===== config.mk =====
export PLATFORM = sky130hd
export DESIGN_NAME = xorshift64star_bounded_rng
export DESIGN_NICKNAME = d
export VERILOG_FILES = /design/src/xsr_pkg.sv /design/src/xsr_ctrl.sv /design/src/xsr_dp.sv /design/src/xorshift64star_bounded_rng.sv
export SDC_FILE = /design/constraint.sdc
export NUM_CORES = 2
export LEC_CHECK = 0
export ABC_CLOCK_PERIOD_IN_PS = 12650
export BUFFER_PORTS_ARGS = -buffer_cell sky130_fd_sc_hd__buf_2
export CAP_MARGIN = 20
export CORE_MARGIN = 2
export CORE_UTILIZATION = 25
export DETAILED_ROUTE_END_ITERATION = 6
export PLACE_DENSITY = 0.41
export SLEW_MARGIN = 10
export SYNTH_ARGS = -nofsm -noshare
export SYNTH_HDL_FRONTEND = slang
export SYNTH_SLANG_ARGS = --single-unit

===== constraint.sdc =====
create_clock -name clk -period 12.65 [get_ports clk]
set_clock_uncertainty 0.05 [all_clocks]
set_input_delay 2.53 -clock clk [delete_from_list [all_inputs] [get_ports clk]]
set_output_delay 2.53 -clock clk [all_outputs]
set_load 0.02 [all_outputs]

===== src/xsr_pkg.sv =====
// Package with the constants and controller/datapath interface types of the bounded xorshift64* generator.
`timescale 1ns / 1ps
`default_nettype none
package xsr_pkg;

  localparam int VALUE_W = 64;
  localparam int BOUND_W = 32;
  localparam int HALF_W  = 32;
  localparam int MOD_STEPS = VALUE_W;
  localparam int CNT_W = $clog2(MOD_STEPS);

  localparam logic [VALUE_W-1:0] MULT_CONST    = 64'h2545F4914F6CDD1D;
  localparam logic [VALUE_W-1:0] ZERO_FALLBACK = 64'h9E3779B97F4A7C15;
  localparam int SHIFT_A = 12;
  localparam int SHIFT_B = 25;
  localparam int SHIFT_C = 27;

  // Operation codes carried in tuser.
  localparam logic OP_RAW     = 1'b0;
  localparam logic OP_BOUNDED = 1'b1;

  // Partial product selection for the shared 32x32 multiplier.
  localparam logic [1:0] MUL_LL = 2'd0;
  localparam logic [1:0] MUL_LH = 2'd1;
  localparam logic [1:0] MUL_HL = 2'd2;

  typedef struct packed {
    logic       capture;
    logic       advance;
    logic       mul_en;
    logic [1:0] mul_sel;
    logic       mod_step;
    logic       load_out;
  } cmd_t;

  typedef struct packed {
    logic skip;
    logic bounded;
    logic out_free;
  } sts_t;

endpackage
`default_nettype wire


===== src/xsr_ctrl.sv =====
// Controller state machine sequencing the xorshift, multiply and modulo steps.
`timescale 1ns / 1ps
`default_nettype none
module xsr_ctrl (
  input  wire logic          clk,
  input  wire logic          rst,
  input  wire logic          in_valid,
  output logic               in_ready,
  input  xsr_pkg::sts_t      sts,
  output xsr_pkg::cmd_t      cmd
);

  localparam logic [2:0] ST_IDLE = 3'd0;
  localparam logic [2:0] ST_XOR  = 3'd1;
  localparam logic [2:0] ST_MUL0 = 3'd2;
  localparam logic [2:0] ST_MUL1 = 3'd3;
  localparam logic [2:0] ST_MUL2 = 3'd4;
  localparam logic [2:0] ST_MOD  = 3'd5;
  localparam logic [2:0] ST_DONE = 3'd6;

  logic [2:0]                state, state_next;
  logic [xsr_pkg::CNT_W-1:0] count, count_next;

  always_comb begin
    state_next = state;
    count_next = count;
    in_ready   = 1'b0;
    cmd        = '0;
    case (state)
      ST_IDLE: begin
        in_ready = 1'b1;
        if (in_valid) begin
          cmd.capture = 1'b1;
          state_next  = sts.skip ? ST_DONE : ST_XOR;
        end
      end
      ST_XOR: begin
        cmd.advance = 1'b1;
        state_next  = ST_MUL0;
      end
      ST_MUL0: begin
        cmd.mul_en  = 1'b1;
        cmd.mul_sel = xsr_pkg::MUL_LL;
        state_next  = ST_MUL1;
      end
      ST_MUL1: begin
        cmd.mul_en  = 1'b1;
        cmd.mul_sel = xsr_pkg::MUL_LH;
        state_next  = ST_MUL2;
      end
      ST_MUL2: begin
        cmd.mul_en  = 1'b1;
        cmd.mul_sel = xsr_pkg::MUL_HL;
        state_next  = sts.bounded ? ST_MOD : ST_DONE;
      end
      ST_MOD: begin
        cmd.mod_step = 1'b1;
        if (count == xsr_pkg::CNT_W'(xsr_pkg::MOD_STEPS - 1)) begin
          count_next = '0;
          state_next = ST_DONE;
        end else begin
          count_next = count + 1'b1;
        end
      end
      ST_DONE: begin
        if (sts.out_free) begin
          cmd.load_out = 1'b1;
          state_next   = ST_IDLE;
        end
      end
      default: begin
        state_next = ST_IDLE;
        count_next = '0;
      end
    endcase
  end

  always_ff @(posedge clk) begin
    if (rst) begin
      state <= ST_IDLE;
      count <= '0;
    end else begin
      state <= state_next;
      count <= count_next;
    end
  end

endmodule
`default_nettype wire


===== src/xsr_dp.sv =====
// Datapath: generator state, xorshift step, shared multiplier, radix-2 modulo and output register.
`timescale 1ns / 1ps
`default_nettype none
module xsr_dp (
  input  wire logic                         clk,
  input  wire logic                         rst,
  input  wire logic                         cfg_valid,
  input  wire logic [xsr_pkg::VALUE_W-1:0]  cfg_data,
  input  wire logic                         in_op,
  input  wire logic [xsr_pkg::BOUND_W-1:0]  in_bound,
  output logic                              out_valid,
  input  wire logic                         out_ready,
  output logic [xsr_pkg::VALUE_W-1:0]       out_data,
  input  xsr_pkg::cmd_t                     cmd,
  output xsr_pkg::sts_t                     sts
);

  logic [xsr_pkg::VALUE_W-1:0] gen_state;
  logic [xsr_pkg::VALUE_W-1:0] xs_a, xs_b, xs_c;
  logic                        op;
  logic [xsr_pkg::BOUND_W-1:0] bound;
  logic [xsr_pkg::VALUE_W-1:0] prod;
  logic [xsr_pkg::BOUND_W-1:0] rem;
  logic [xsr_pkg::HALF_W-1:0]  mul_a, mul_b;
  logic [xsr_pkg::VALUE_W-1:0] mul_p;
  logic [xsr_pkg::BOUND_W:0]   rem_sh;
  logic [xsr_pkg::BOUND_W:0]   rem_sub;

  assign xs_a = gen_state ^ (gen_state >> xsr_pkg::SHIFT_A);
  assign xs_b = xs_a ^ (xs_a << xsr_pkg::SHIFT_B);
  assign xs_c = xs_b ^ (xs_b >> xsr_pkg::SHIFT_C);

  assign mul_a = (cmd.mul_sel == xsr_pkg::MUL_HL) ? gen_state[xsr_pkg::VALUE_W-1:xsr_pkg::HALF_W]
                                                  : gen_state[xsr_pkg::HALF_W-1:0];
  assign mul_b = (cmd.mul_sel == xsr_pkg::MUL_LH)
                 ? xsr_pkg::MULT_CONST[xsr_pkg::VALUE_W-1:xsr_pkg::HALF_W]
                 : xsr_pkg::MULT_CONST[xsr_pkg::HALF_W-1:0];
  assign mul_p = {{xsr_pkg::HALF_W{1'b0}}, mul_a} * {{xsr_pkg::HALF_W{1'b0}}, mul_b};

  assign rem_sh  = {rem, prod[xsr_pkg::VALUE_W-1]};
  assign rem_sub = rem_sh - {1'b0, bound};

  assign sts.skip     = (in_op == xsr_pkg::OP_BOUNDED) && (in_bound == '0);
  assign sts.bounded  = (op == xsr_pkg::OP_BOUNDED);
  assign sts.out_free = !out_valid || out_ready;

  always_ff @(posedge clk) begin
    if (rst) begin
      gen_state <= xsr_pkg::ZERO_FALLBACK;
    end else if (cfg_valid) begin
      gen_state <= (cfg_data == '0) ? xsr_pkg::ZERO_FALLBACK : cfg_data;
    end else if (cmd.advance) begin
      gen_state <= xs_c;
    end
  end

  always_ff @(posedge clk) begin
    if (cmd.capture) begin
      op    <= in_op;
      bound <= in_bound;
      rem   <= '0;
    end
    if (cmd.mul_en) begin
      if (cmd.mul_sel == xsr_pkg::MUL_LL) begin
        prod <= mul_p;
      end else begin
        prod[xsr_pkg::VALUE_W-1:xsr_pkg::HALF_W] <=
          prod[xsr_pkg::VALUE_W-1:xsr_pkg::HALF_W] + mul_p[xsr_pkg::HALF_W-1:0];
      end
    end
    if (cmd.mod_step) begin
      prod <= {prod[xsr_pkg::VALUE_W-2:0], 1'b0};
      if (rem_sh >= {1'b0, bound}) begin
        rem <= rem_sub[xsr_pkg::BOUND_W-1:0];
      end else begin
        rem <= rem_sh[xsr_pkg::BOUND_W-1:0];
      end
    end
    if (cmd.load_out) begin
      out_data <= sts.bounded ? {{(xsr_pkg::VALUE_W-xsr_pkg::BOUND_W){1'b0}}, rem} : prod;
    end
  end

  always_ff @(posedge clk) begin
    if (rst) begin
      out_valid <= 1'b0;
    end else if (cmd.load_out) begin
      out_valid <= 1'b1;
    end else if (out_ready) begin
      out_valid <= 1'b0;
    end
  end

endmodule
`default_nettype wire


===== src/xorshift64star_bounded_rng.sv =====
// Top level of the bounded xorshift64* random generator.
//
// Each input beat asks for one draw and yields exactly one output beat. A raw draw
// (tuser 0) runs one xorshift step and then three passes through a single shared
// 32x32 multiplier before the result beat. A bounded draw (tuser 1) adds a radix-2
// restoring modulo of 64 steps, one quotient bit per cycle. A bounded draw with a
// zero bound answers 0 and leaves the state alone. One draw is in flight at a time;
// a finished result waits in the output register, so a new beat is accepted while it
// is still unread. Writing the seed reloads the state at once (a zero seed loads the
// fallback constant) and is intended only while idle.
`timescale 1ns / 1ps
`default_nettype none
module xorshift64star_bounded_rng (
  input  wire logic                         clk,
  input  wire logic                         rst,
  input  wire logic                         cfg_valid,
  output logic                              cfg_ready,
  input  wire logic [xsr_pkg::VALUE_W-1:0]  cfg_data,      // seed
  input  wire logic                         s_axis_tvalid,
  output logic                              s_axis_tready,
  input  wire logic [xsr_pkg::BOUND_W-1:0]  s_axis_tdata,  // upper_bound
  input  wire logic                         s_axis_tuser,  // operation
  output logic                              m_axis_tvalid,
  input  wire logic                         m_axis_tready,
  output logic [xsr_pkg::VALUE_W-1:0]       m_axis_tdata   // value
);

  xsr_pkg::cmd_t cmd;
  xsr_pkg::sts_t sts;

  assign cfg_ready = 1'b1;

  xsr_ctrl u_ctrl (
    .clk      (clk),
    .rst      (rst),
    .in_valid (s_axis_tvalid),
    .in_ready (s_axis_tready),
    .sts      (sts),
    .cmd      (cmd)
  );

  xsr_dp u_dp (
    .clk       (clk),
    .rst       (rst),
    .cfg_valid (cfg_valid),
    .cfg_data  (cfg_data),
    .in_op     (s_axis_tuser),
    .in_bound  (s_axis_tdata),
    .out_valid (m_axis_tvalid),
    .out_ready (m_axis_tready),
    .out_data  (m_axis_tdata),
    .cmd       (cmd),
    .sts       (sts)
  );

endmodule
`default_nettype wire


# ---- Yosys cells after proc, flatten, opt, wreduce, memory -nomap -nowiden
# Cells that the tools add are included.
dict set report totals {
  reg_bits 267
  inputBits 102
  output_inout_bits 67
  elab_cells 79
}
dict set report op_classes {
  addsub 3
  mul 1
  n_lt_le_gt_ge 1
  n_eq_ne 12
  muxes 31
  n_bitwise 3
  n_reduce_logical 16
}
# operator count
set ops {}
lappend ops {{$mux 64} 5}
lappend ops {{$mux 32} 7}
lappend ops {{$logic_not 64->1} 1}
lappend ops {{$mul 32x32->64} 1}
lappend ops {{$xor 64x37->64} 1}
lappend ops {{$xor 64x52->64} 1}
lappend ops {{$xor 64x64->64} 1}
lappend ops {{$ge 33x32->1} 1}
lappend ops {{$add 32x32->32} 1}
lappend ops {{$logic_not 32->1} 1}
lappend ops {{$sub 32x32->32} 1}
lappend ops {{$mux 31} 1}
lappend ops {{$pmux 3 s7} 1}
lappend ops {{$mux 3} 4}
lappend ops {{$pmux 6 s2} 1}
lappend ops {{$reduce_bool 2->1} 5}
lappend ops {{$eq 3x3->1 const B} 3}
lappend ops {{$mux 1} 9}
lappend ops {{$pmux 3 s3} 1}
lappend ops {{$add 6x1->6 const B} 1}
lappend ops {{$eq 3x2->1 const B} 2}
lappend ops {{$eq 6x6->1 const B} 1}
lappend ops {{$mux 6} 1}
lappend ops {{$reduce_or 6->1} 1}
lappend ops {{other kinds (13)} 15}

# ---- Logic depth before layout (Yosys ltp)
dict set report logic_depth {
  depth_word 9
  mapped_depth 39
  ltp_nobuf 36
}

# ---- By module
# Synthesis repeated with hierarchy kept, for this count alone.
dict set report hier_totals {
  hier_cells 3934
  hier_area_um2 39286.4
}
# mod n_inst cells_each area_each_um2 seq_area_each_um2
set by_module_without_submodules {}
lappend by_module_without_submodules {xsr_dp 1 3855 38674.6 7086.8}
lappend by_module_without_submodules {xsr_ctrl 1 77 600.6 180.2}
lappend by_module_without_submodules {xorshift64star_bounded_rng 1 2 11.3 0.0}

# ---- Least setup slack after synthesis
# Ideal clock, no wire load.
dict set report synth_timing {
  path_kind {register to register}
  start {reg u_ctrl.state[1]}
  end {reg u_dp.prod[63] (netlist bit) (data pin)}
  setup_time_ps 261
  arrival_ps 9503
  required_ps 12339
  setup_slack_ps 2836
  path_stages_with_launch 37
  path_buffers 4
  period_less_slack_ps 9814
  cell_sequence {dfxtp_1 -> nand2b_1 -> buf_2 -> nor2_1 -> buf_2 -> buf_2 -> mux2i_1 -> inv_1 -> nand2_1 -> inv_1 -> fa_1 -> fa_1 -> fa_1 -> fa_1 -> fa_1 -> inv_1 -> fa_1 -> inv_1 -> fa_1 -> fa_1 -> ha_1 -> buf_2 -> a21oi_1 -> o21bai_1 -> a21o_1 -> a211oi_1 -> xnor2_1 -> ha_1 -> and2_1 -> nand2_1 -> nand2_1 -> a21oi_1 -> a31o_2 -> a41oi_1 -> xnor2_1 -> nor2_1 -> a221o_1}
}
dict set report synth_via {
  elab_chain_len 9
  elab_cells_between_ends 16
  cone_classes {1 x add/sub; 1 x mul; 6 x eq/ne; 7 x mux; 1 x reduce/logical}
}
# item line
set synth_lines {}
lappend synth_lines {{start, declared} xsr_ctrl.sv:21} ;# logic [2:0] state, state_next;
lappend synth_lines {{start signal, assigned} xsr_ctrl.sv:83} ;# state <= state_next;
lappend synth_lines {{$eq 3x3->1 / $eq 3x2->1 (equally long branches)} xsr_ctrl.sv:29} ;# case (state)
lappend synth_lines {{$pmux 3 s3} xsr_ctrl.sv:29}
lappend synth_lines {{$eq 2x2->1 / $eq 2x1->1 (equally long branches)} {xsr_dp.sv:33, xsr_dp.sv:35}}
lappend synth_lines {{$mux 32 / $mux 31 (equally long branches)} {xsr_dp.sv:33, xsr_dp.sv:36}}
lappend synth_lines {{$mul 32x32->64} xsr_dp.sv:38} ;# assign mul_p = {{xsr_pkg::HALF_W{1'b0}}, mul_a} * {{xsr_pkg::HALF_W{1'b0}}, mul_b};
lappend synth_lines {{$add 32x32->32} xsr_dp.sv:68} ;# prod[xsr_pkg::VALUE_W-1:xsr_pkg::HALF_W] + mul_p[xsr_pkg::HALF_W-1:0];
lappend synth_lines {{$mux 32} xsr_dp.sv:64} ;# if (cmd.mul_sel == xsr_pkg::MUL_LL) begin
lappend synth_lines {{$mux 64} xsr_dp.sv:63} ;# if (cmd.mul_en) begin
lappend synth_lines {{$mux 64 *} xsr_dp.sv:71} ;# if (cmd.mod_step) begin
lappend synth_lines {{end signal, assigned} xsr_dp.sv:65} ;# prod <= mul_p;
lappend synth_lines {{end signal, assigned by index} xsr_dp.sv:67} ;# prod[xsr_pkg::VALUE_W-1:xsr_pkg::HALF_W] <=
lappend synth_lines {{end signal, assigned} xsr_dp.sv:72} ;# prod <= {prod[xsr_pkg::VALUE_W-2:0], 1'b0};
lappend synth_lines {{end, declared} xsr_dp.sv:22} ;# logic [xsr_pkg::VALUE_W-1:0] prod;
# Every way passes the cells marked *; elsewhere a longest branch is shown, timed or not. The select of a mux whose other input is x is not followed.
# A chain may end at the register's enable or synchronous reset.

# ---- Final worst setup path
dict set report layout_timing {
  start {reg u_ctrl.state[2]}
  end {reg u_dp.prod[63] (netlist bit) (data pin)}
}
# The elaborated chain is that of the path after synthesis.

==> key figures <==
Drt
  – Routed WL: 139300 um
  – DRC viols: 0
  – Highest routed layer: met5
  – Initial DRT Pass Iterations: 7
  – M1 WL: 64030 um
  – Routed wire per std cell: 21.99 um
  – Antenna Violating Nets Remaining: 0
  – Initial DRC count: 1677
  – Via/cell ratio: 4.569
  – DR vias: 28950
  – Met3 wire len: 5021 um
  – WL met2: about 67000 um

STA
  – Least-Margin Pin Slew: 1.117 ns
  – Final worst-path cycle share: just under 90%
  – Hold_ws: 0.4658 ns
  – Fin Setup TNS: 0 ns
  – Minimum clock period: about 11 ns
  – Max Fclk: about 0.089 GHz
  – Final setup violation count: 0
  – Final Hold Fails: 0
  – Fin. max-slew vios: 0
  – Slew HR: 23.38%
  – RSZ-0062 raised after global routing: false

Synth
  – Sequential element share of the synthesized area: between 10% and 20%
  – Synth top cells by count: inv_1 (802), fa_1 (578), ha_1 (484), nor2_1 (256), nand2_1 (230)
  – Top cells by area, synth: fa_1 (29%), ha_1 (15%), edfxtp_1 (14%), inv_1 (7.6%), xnor2_1 (4.3%)
  – Mapped Cells: 4108
  – Avg Cell Area, Syn: 9.703 um2
  – Synth warnings: 0
  – Top FF cell, synth: edfxtp_1
  – Cell Area, Synth: 39860 um2
  – EDFF count, synth: between 150 and 200
  – Yosys top cell by area: fa_1
  – #FFs+latches synth: 267
  – Cell with the most instances after synthesis: inv_1
  – Ys async rst share: 0%
  – Yosys cell types: 89
  – Share of the synthesized area in the top cell type: 29.03%

Run status
  – Status: finished, final reports clean

Cells and area
  – Synth-to-Final Area Change: 11.39%
  – Nets: between 5000 and 6000
  – Ratio of cells with drive above 1 in the final layout: 8.281%
  – ANT cells: 0

Min path
  – Hold Path Sink: u_ctrl.count[5]$_SDFFE_PP0N_
  – Min-delay src: u_ctrl.count[5]$_SDFFE_PP0N_
  – Tightest Hold Check Type: flip-flop to flip-flop
  – Worst hold stages: 2

Clock network
  – CTS buffer count: 37
  – Clock root buffer: clkbuf_16
  – TritonCTS clock tree: built
  – H-tree levels: 2
  – # resized after CTS: 0
  – CTS sink count: 267
  – Hold bufs inserted after CTS: 0
  – Max Root-Sink Buffers: 3
  – Clk slew on worst S/H paths: roughly 0.050 ns
  – Postcts setup bufs: 0
  – Skew-Pair Late Insertion Delay: 0.61 ns

Floorplanning
  – Die ar.: 162700 um2
  – Initial Util: 25.17%
  – I/O pins: approximately 170
  – Die H: 403.3 um
  – Floorplan core area: between 150000 and 200000 um2
  – Width of the die: roughly 400 um
  – Num rows: 146

Placement
  – Port Buffers: 167
  – Post-DP HPWL: about 120000 um
  – Routability Congestion: around 0.90

Setup path
  – Worst path slowest cell: mux2i_1
  – Worst Setup End Kind: flip-flop
  – CP most frequent cell: fa_1
  – CP peak stage delay: between 0.8 and 0.9 ns
  – Data arrival time of the critical path: 11.57 ns
  – Startpoint Class: flip-flop
  – Worst path bufs/invs: 5
  – RR Endpoint: u_dp.prod[63]$_DFFE_PP_
  – Worst Setup Path Type: flip-flop to flip-flop
  – R2R cell count: 32
  – Critical Path RT: 12.93 ns
  – Largest delay contributor family on the critical path: adder cells
  – FF-to-FF setup slack: 1.37 ns
  – Worst r2r src: u_ctrl.state[2]$_SDFFE_PP0P_
  – Crit-path max FO: 32

Global routing
  – GRT Total Usage: about 17%
  – Number of global-route vias before repair: 30150
  – Initial antenna violation count: 1
  – Global-route wire length before repair: 204200 um
  – Aggregate global routing overflow: 0
  – Largest net degree at the start of global routing: 72

Job
  – Max-cap violations: 0
[per-layer routing]
| metal | up-vias | GRT usage [%] |
|---|---|---|
| met4 | 2 | 4.383 |
| li1 | 13590 | - |
| met2 | 621 | 28.61 |
| met3 | 112 | 1.535 |
| met1 | 14620 | 23.46 |
| met5 | - | 0 |
[placed cells by master, fill, tap and decap left out, types with 27 or more instances in the layout]
| master | n |
|---|---|
| dfxtp_1 | 75 |
| xor2_1 | 100 |
| a22o_1 | 29 |
| buf_4 | 53 |
| a21oi_1 | 203 |
| a21o_1 | 66 |
| nor2_1 | 252 |
| mux2i_1 | 48 |
| nor2b_1 | 49 |
| or3_1 | 27 |
| inv_1 | 802 |
| mux2_2 | 39 |
| xnor2_1 | 194 |
| buf_2 | 166 |
| nand2b_1 | 49 |
| conb_1 | 36 |
| fa_1 | 578 |
| clkbuf_16 | 37 |
| o21ai_0 | 138 |
| nand3_1 | 29 |
| nand2_1 | 230 |
| edfxtp_1 | 192 |
| nand4_1 | 38 |
| ha_1 | 484 |
[flip-flops by register name, summed over array words and instances, names as in the netlist]
register,count
u_dp.gen_state,64
u_dp.out_data,64
u_dp.prod,64
u_dp.bound,32
u_dp.rem,32
u_ctrl.count,6
u_ctrl.state,3
u_dp.op,1
u_dp.out_valid,1
[worst min-delay path, cell delays in order (launching register included)]
cell and delay (ns):
dfxtp_1 0.34, xor2_1 0.07, nor2_1 0.07
[through the flow]
stage               utilization (%)  setup WS (ns)  instances  instance area (um2)
floorplan                         -          2.836       4142                39990
global placement              27.24          1.446       6262                43150
detailed placement            27.26          1.339       6265                43170
CTS                           28.02          1.308       6332                44380
global route                  28.04         0.6986       6335                44400
finish                        28.04          1.367       6335                44400
[worst max path at each step]
stage,start,to,slack (ns),cells after the start
after floorplan,u_ctrl.state[1]$_SDFFE_PP0P_,u_dp.prod[63]$_DFFE_PP_,2.84,36
after CTS,u_ctrl.state[2]$_SDFFE_PP0P_,u_dp.prod[63]$_DFFE_PP_,1.31,32
after global routing,u_ctrl.state[2]$_SDFFE_PP0P_,u_dp.prod[63]$_DFFE_PP_,0.70,32
final,u_ctrl.state[2]$_SDFFE_PP0P_,u_dp.prod[63]$_DFFE_PP_,1.37,32
after global placement,u_ctrl.state[2]$_SDFFE_PP0P_,u_dp.prod[63]$_DFFE_PP_,1.45,33
after detailed placement,u_ctrl.state[2]$_SDFFE_PP0P_,u_dp.prod[63]$_DFFE_PP_,1.34,32
[cell type report]
cell class                 count  area, um2
inverter                     802       3010
fill                       16840     114000
timing repair buffer         219       1229
clock inverter                15      187.7
clock buffer                  52       1022
tap                         2072       2592
multi-input combinational   2908      29090
sequential                   267       7267
[kinds of logic (layout without fill, tap and decap cells)]
logic type | after synthesis | in the layout | share of synthesized area (%)
adder cells (fa/ha/maj) | 1062 | 1062 | 44.22
buffers and inverters | 967 | 1088 | 9.228
AND/OR/NAND/NOR | 794 | 794 | 9.389
AO/OA/AOI/OAI | 634 | 634 | 10.12
XOR/XNOR | 294 | 294 | 6.460
flip-flops | 267 | 267 | 18.23
multiplexers | 88 | 88 | 2.332
other | 2 | 36 | 0.01884
Power is not shown: default switching activity piles up to over one toggle a cycle in this logic, so the estimate is an artifact.
